`src/rtl/psu_pkg.sv`:
```
// Shared types, codes and constants of the particle swarm update block.
// Depends on nothing; psu_mul, particle_swarm_update and psu_check refer to it by scoped names.
package psu_pkg;

   localparam int DEF_MAX_PARTICLES = 32;
   localparam int DEF_MAX_DIMS      = 8;

   localparam int POS_W  = 16;   // signed Q8.8 position, velocity and best elements
   localparam int GAIN_W = 16;   // unsigned Q4.12 gains
   localparam int RAND_W = 16;   // unsigned Q0.16 random factors
   localparam int FIT_W  = 40;   // unsigned Q24.16 fitness
   localparam int PCNT_W = 6;
   localparam int DCNT_W = 4;
   localparam int CSR_IDX_W  = 3;
   localparam int CSR_DATA_W = 16;

   // Shared multiplier: signed 34 x 18 bits, enough for gain*rand times a difference.
   localparam int MA_W = 34;
   localparam int MB_W = 18;
   localparam int MP_W = MA_W + MB_W;
   localparam int ACC_W = 54;
   localparam int RND_SHIFT = 28;

   localparam logic [1:0] KIND_LOAD   = 2'd0;
   localparam logic [1:0] KIND_UPDATE = 2'd1;
   localparam logic [1:0] KIND_COMMIT = 2'd2;

   localparam logic [CSR_IDX_W-1:0] CSR_INERTIA   = 3'd0;
   localparam logic [CSR_IDX_W-1:0] CSR_COGNITIVE = 3'd1;
   localparam logic [CSR_IDX_W-1:0] CSR_SOCIAL    = 3'd2;
   localparam logic [CSR_IDX_W-1:0] CSR_PARTICLES = 3'd3;
   localparam logic [CSR_IDX_W-1:0] CSR_DIMS      = 3'd4;

   localparam logic [GAIN_W-1:0] INERTIA_RESET   = 16'd4096;
   localparam logic [GAIN_W-1:0] COGNITIVE_RESET = 16'd8192;
   localparam logic [GAIN_W-1:0] SOCIAL_RESET    = 16'd8192;
   localparam logic [PCNT_W-1:0] PARTICLES_RESET = 6'd32;
   localparam logic [DCNT_W-1:0] DIMS_RESET      = 4'd2;

   typedef enum logic [4:0] {
      ST_IDLE,
      ST_LD_WR,
      ST_FIT_RD,
      ST_FIT_MUL,
      ST_FIT_ACC,
      ST_FIT_DONE,
      ST_UP_CMP,
      ST_UP_CP_RD,
      ST_UP_CP_WR,
      ST_UP_OUT,
      ST_UP_A1,
      ST_UP_A2,
      ST_UP_A3,
      ST_UP_RD,
      ST_UP_M0,
      ST_UP_M1,
      ST_UP_M2,
      ST_UP_M3,
      ST_UP_WR,
      ST_CM_RD,
      ST_CM_CMP,
      ST_CM_CP_RD,
      ST_CM_CP_WR,
      ST_CM_OUT
   } state_type;

endpackage

```
`src/rtl/psu_mul.sv`:
```
// Shared signed multiplier with a registered product.
// Depends on psu_pkg for the operand widths.
module psu_mul (
   input  logic                              clock,
   input  logic signed [psu_pkg::MA_W-1:0]   mul_a,
   input  logic signed [psu_pkg::MB_W-1:0]   mul_b,
   output logic signed [psu_pkg::MP_W-1:0]   prod
);

   logic signed [psu_pkg::MP_W-1:0] prod_ff;

   always_ff @(posedge clock) begin
      prod_ff <= mul_a * mul_b;
   end

   assign prod = prod_ff;

endmodule

```
`config.mk`:
```
export PLATFORM = sky130hd
export DESIGN_NAME = psu_mul
export DESIGN_NICKNAME = d
export VERILOG_FILES = /design/src/rtl/psu_pkg.sv /design/src/rtl/psu_mul.sv
export SDC_FILE = /design/constraint.sdc
export NUM_CORES = 2
export LEC_CHECK = 0
export BUFFER_PORTS_ARGS = -buffer_cell sky130_fd_sc_hd__buf_2
export CELL_PAD_IN_SITES_DETAIL_PLACEMENT = 1
export CELL_PAD_IN_SITES_GLOBAL_PLACEMENT = 2
export CORE_MARGIN = 4
export CORE_UTILIZATION = 40
export CTS_CLUSTER_DIAMETER = 40
export DETAILED_ROUTE_END_ITERATION = 8
export PLACE_DENSITY = 0.85
export SYNTH_ARGS = -nofsm -noshare
export SYNTH_HDL_FRONTEND = slang
export SYNTH_SLANG_ARGS = --single-unit
```
`constraint.sdc`:
```
create_clock -name clock -period 13.2 [get_ports clock]
set_input_delay 2.64 -clock clock [delete_from_list [all_inputs] [get_ports clock]]
set_output_delay 2.64 -clock clock [all_outputs]
set_load 0.05 [all_outputs]
```
# Word-level counts from Yosys, hierarchy flattened

Index checks and enable logic that the tools add are counted.

Register bits after elaboration: 52
Bits of input ports: 53
Logic and storage cells: 2

Multipliers: 1

Operators with widths:

| kind                                           | number |
|---|---|
| 34-bit by 18-bit multiplier with 52-bit output | 1 |

# Longest topological paths before layout

Depth in word-level cells: 1
Depth in mapped cells: 26
Mapped depth without buffers: 25

# Worst setup path after synthesis

No wires, ideal clock.

Path kind: input-to-reg
From: in mul_a[24] (netlist bit)
To: reg prod_ff (netlist bit prod[50])
Stages: 23
Setup slack: 4,774 ps
Data arrival time: 8,353 ps
Data required time: 13,128 ps
Buffers on the path: 2
Path through: clkbuf_1 > clkbuf_1 > nand2_1 > fa_1 > fa_1 > fa_1 > inv_1 > fa_1 > fa_1 > inv_1 > fa_1 > inv_1 > ha_1 > a21o_1 > a21o_1 > a21o_1 > a221oi_2 > o21ai_1 > a211oi_1 > o21ai_1 > a211o_1 > a21oi_1 > xnor2_1

Cells in the longest elaborated chain, start to end: 1

Ends and longest elaborated chain:

| item                                           | RTL line      | text |
|---|---|---|
| start: declaration                             | psu_mul.sv:5  | `input logic signed [psu_pkg::MA_W-1:0] mul_a,` |
| 34-bit by 18-bit multiplier with 52-bit output | psu_mul.sv:13 | `prod_ff <= mul_a * mul_b;` |
| end signal: assignment                         | psu_mul.sv:13 |  |
| end: declaration                               | psu_mul.sv:10 | `logic signed [psu_pkg::MP_W-1:0] prod_ff;` |

Every way passes these cells.

# Worst setup path after layout

From: in mul_b[4] (netlist bit)
To: reg prod_ff (netlist bit prod[50])

Cells in the longest elaborated chain, start to end: 1

Ends and longest elaborated chain:

| item                                           | RTL line      | text |
|---|---|---|
| start: declaration                             | psu_mul.sv:6  | `input logic signed [psu_pkg::MB_W-1:0] mul_b,` |
| 34-bit by 18-bit multiplier with 52-bit output | psu_mul.sv:13 |  |

Every way passes these cells.

==> summary.txt <==
GRT
  – Vias in the first global route: between 15000 and 20000
  – Total GRT Usage: a little under a quarter
  – GRT busiest layer: met2
  – Largest net degree at the start of global routing: 35
  – Grt ovf: 0
  – Global-route wire length before repair: 105 mm
  – Antenna violations before repair: 2
  – Met1 Use GR: 28.4%
  – Met2 Usage GRT: 41.1%
  – GR Layer Usage met3: 3.45%

Timing
  – Tcrit/Tclk final: 71.7%
  – Final setup vio count: 0
  – Setup tns final: 0 ps
  – Max-slew headroom: roughly a third
  – Worst-Margin Slew: 977 ps
  – Final Max Tran Viols: 0
  – F_max: between 100 and 150 MHz
  – Hold Vio Cnt, Final: 0
  – RSZ-0062 raised after global routing: no
  – Minimum clock period: 9460 ps

Detailed routing
  – Final WL: 63.8 mm
  – DR vias/cell: 5.05
  – Post-route DRC: 0
  – DRT antenna net count: 0
  – Detailed Route Iter0 Violations: 700
  – DR vias: between 15000 and 20000
  – Drt first pass iters: 5
  – DR WL/cell: about 20 um

Final layout
  – Largest register FFs: 52
  – Share of layout cells above drive strength 1: 5.78%
  – Post-Layout Cell Count: 3137
  – Final nets: ~3200
  – Syn-to-layout area delta: 5.41%

Floorplan
  – Die width: 243 um
  – Core footprint: roughly 54000 um2
  – Initial core utilization: 40.7%
  – # rows: 85
  – Die ar.: 59000 um2
  – # IOs: 105
  – Die height: ~240 um

CTS
  – Num CTS Buffers: 5
  – CTS Hold Bufs: 0
  – TritonCTS Sinks: 52
  – Clk buf depth: 2
  – Clock Tree Root: clkbuf_16
  – # H-tree levels: 2
  – Reg clk slew, reported paths: approximately 70 ps
  – PostCTS Resize Cnt: 0
  – Post-CTS Setup Bufs: 0
  – CTS tree: yes

Synth
  – YS warnings: 0
  – Netlist cell types: 55
  – Post-Syn Nets: around 3200
  – Ys async rst share: 0%
  – Mapped Area: roughly 22000 um2
  – Post-Synthesis Cells: 2430
  – EDFF count, synth: 0
  – Avg Inst Size Synth: 9.09 um2
  – Predominant post-synthesis flop cell: dfxtp_1
  – Post-synthesis sequential area ratio: 4.71%
  – Synthesized flop and latch total: 52

Critical path
  – Startpoint Class: primary input
  – Crit Path Class: primary input to flop
  – Worst Path Required: 13460 ps
  – Crit path arrival time: 9720 ps
  – CP Max Fanout: 34
  – Critical path endpoint category: flop

Worst hold path
  – Min-delay worst type: primary input to flop
  – Min-Delay Path Depth: 2
  – Hold path endpoint: prod[0]
  – Min-Delay Startpoint: mul_a[0]

Job
  – Max-Cap Viols: 0

Placed design
  – Port bufs: ~100
  – Placed Cells: 3127
  – Routability cong.: 0.871
  – Hpwl dp: approximately 53 mm

Run status
  – Outcome: finished, final reports clean
==> critical path, cell delays in order <==
cell and delay [ps]:
buf_2 590, nand2_1 190, fa_1 550, fa_1 590
fa_1 470, fa_1 570, inv_1 60, fa_1 480
inv_1 50, fa_1 480, inv_1 40, ha_1 320
and2_4 190, a32o_1 300, o2111ai_2 240, nand2_1 150
a31oi_1 820, o21ai_1 340, a211o_1 330, a21oi_1 170
xnor2_1 130
==> cells in the final DEF, fill, tap and decap left out, drive strengths merged, types with 3 or more instances in the layout <==
| cell | synthesis | layout |
|---|---|---|
| buf | 2 | 112 |
| a211oi | 3 | 3 |
| xor2 | 15 | 15 |
| clkbuf | 109 | 6 |
| a31oi | 7 | 7 |
| nand2b | 8 | 8 |
| fa | 585 | 585 |
| o21ai | 24 | 24 |
| nor2 | 40 | 40 |
| ha | 125 | 125 |
| nand3 | 4 | 4 |
| a21o | 34 | 34 |
| and2 | 241 | 241 |
| o31ai | 4 | 4 |
| xnor2 | 40 | 40 |
| and3 | 10 | 10 |
| nor3 | 7 | 7 |
| o21a | 3 | 3 |
| nor2b | 10 | 10 |
| o21bai | 8 | 8 |
| a221oi | 3 | 3 |
| a21oi | 42 | 42 |
| nand4 | 9 | 9 |
| o41ai | 3 | 3 |
| inv | 661 | 661 |
| nand2 | 361 | 361 |
| dfxtp | 52 | 52 |
==> cells by family (layout without fill, tap and decap cells) <==
| logic type | count (synthesis) | in the layout | synth area share (%) |
|---|---|---|---|
| buffers and inverters | 772 | 781 | 13.2 |
| adder cells (fa/ha/maj) | 710 | 710 | 60.1 |
| AND/OR/NAND/NOR | 696 | 696 | 15.2 |
| AO/OA/AOI/OAI | 145 | 145 | 4.64 |
| XOR/XNOR | 55 | 55 | 2.18 |
| flip-flops | 52 | 52 | 4.71 |
| other | 0 | 2 | 0 |
==> routing by layer <==
metal	wire length, um	vias to the layer above
met5	13	-
li1	-	6921
met1	26400	8526
met3	2970	79
met4	1310	2
met2	33100	309
==> worst max path at each step <==
stage	to	from	depth (start not counted)
3_5_place_dp	prod[50]	mul_b[3]	21
3_3_place_gp	prod[50]	mul_b[4]	21
6_report	prod[50]	mul_b[4]	21
5_1_grt	prod[50]	mul_b[4]	21
4_1_cts	prod[50]	mul_b[3]	21
2_1_floorplan	prod[50]	mul_a[24]	23
==> final cells by class <==
type,instances,area (um2)
Fill cell,6409,31000
Multi-Input combinational cell,1606,18100
Inverter,661,2480
Sequential cell,52,1040
Tap cell,696,871
Timing Repair Buffer,112,581
Clock buffer,6,129
Clock inverter,2,35.0
Antenna cell,2,5.00
==> through the flow <==
stage	setup slack [ps]	hold WS (ps)	utilization, %	instance area, um2
6_report	3740	2870	42.9	23300
5_1_grt	3520	2890	42.9	23300
4_1_cts	3750	2840	42.9	23300
3_5_place_dp	3410	3110	42.6	23100
3_3_place_gp	3550	3110	42.6	23100
2_1_floorplan	4770	2760	-	22100
==> synth_stat cells (2+ instances only) <==
master | n | area share [%]
or3_1 | 2 | 0.057
nor3_1 | 6 | 0.14
a21oi_1 | 37 | 0.84
nand2_1 | 360 | 6.1
nand3_1 | 4 | 0.091
a211oi_1 | 3 | 0.10
xor2_1 | 15 | 0.59
nand2b_1 | 8 | 0.23
and3_1 | 8 | 0.23
xnor2_1 | 40 | 1.6
clkbuf_1 | 108 | 1.8
o21ai_1 | 3 | 0.068
dfxtp_1 | 52 | 4.7
a21boi_0 | 2 | 0.068
a21o_2 | 3 | 0.12
o21a_1 | 3 | 0.10
nor2b_1 | 10 | 0.28
fa_1 | 585 | 53
a21o_1 | 31 | 1.1
inv_1 | 661 | 11
nand4_1 | 9 | 0.25
o211ai_1 | 2 | 0.068
o21bai_1 | 7 | 0.24
and2_1 | 240 | 6.8
nor2_1 | 40 | 0.68
ha_1 | 125 | 7.1
a21oi_2 | 5 | 0.20
a31oi_1 | 7 | 0.20
and3_2 | 2 | 0.068
o31ai_1 | 4 | 0.14
and4_1 | 2 | 0.079
o41ai_1 | 2 | 0.079
o2111ai_2 | 2 | 0.14
o21ai_0 | 21 | 0.48
Power is not shown: default switching activity piles up to over one toggle a cycle in this logic, so the estimate is an artifact.
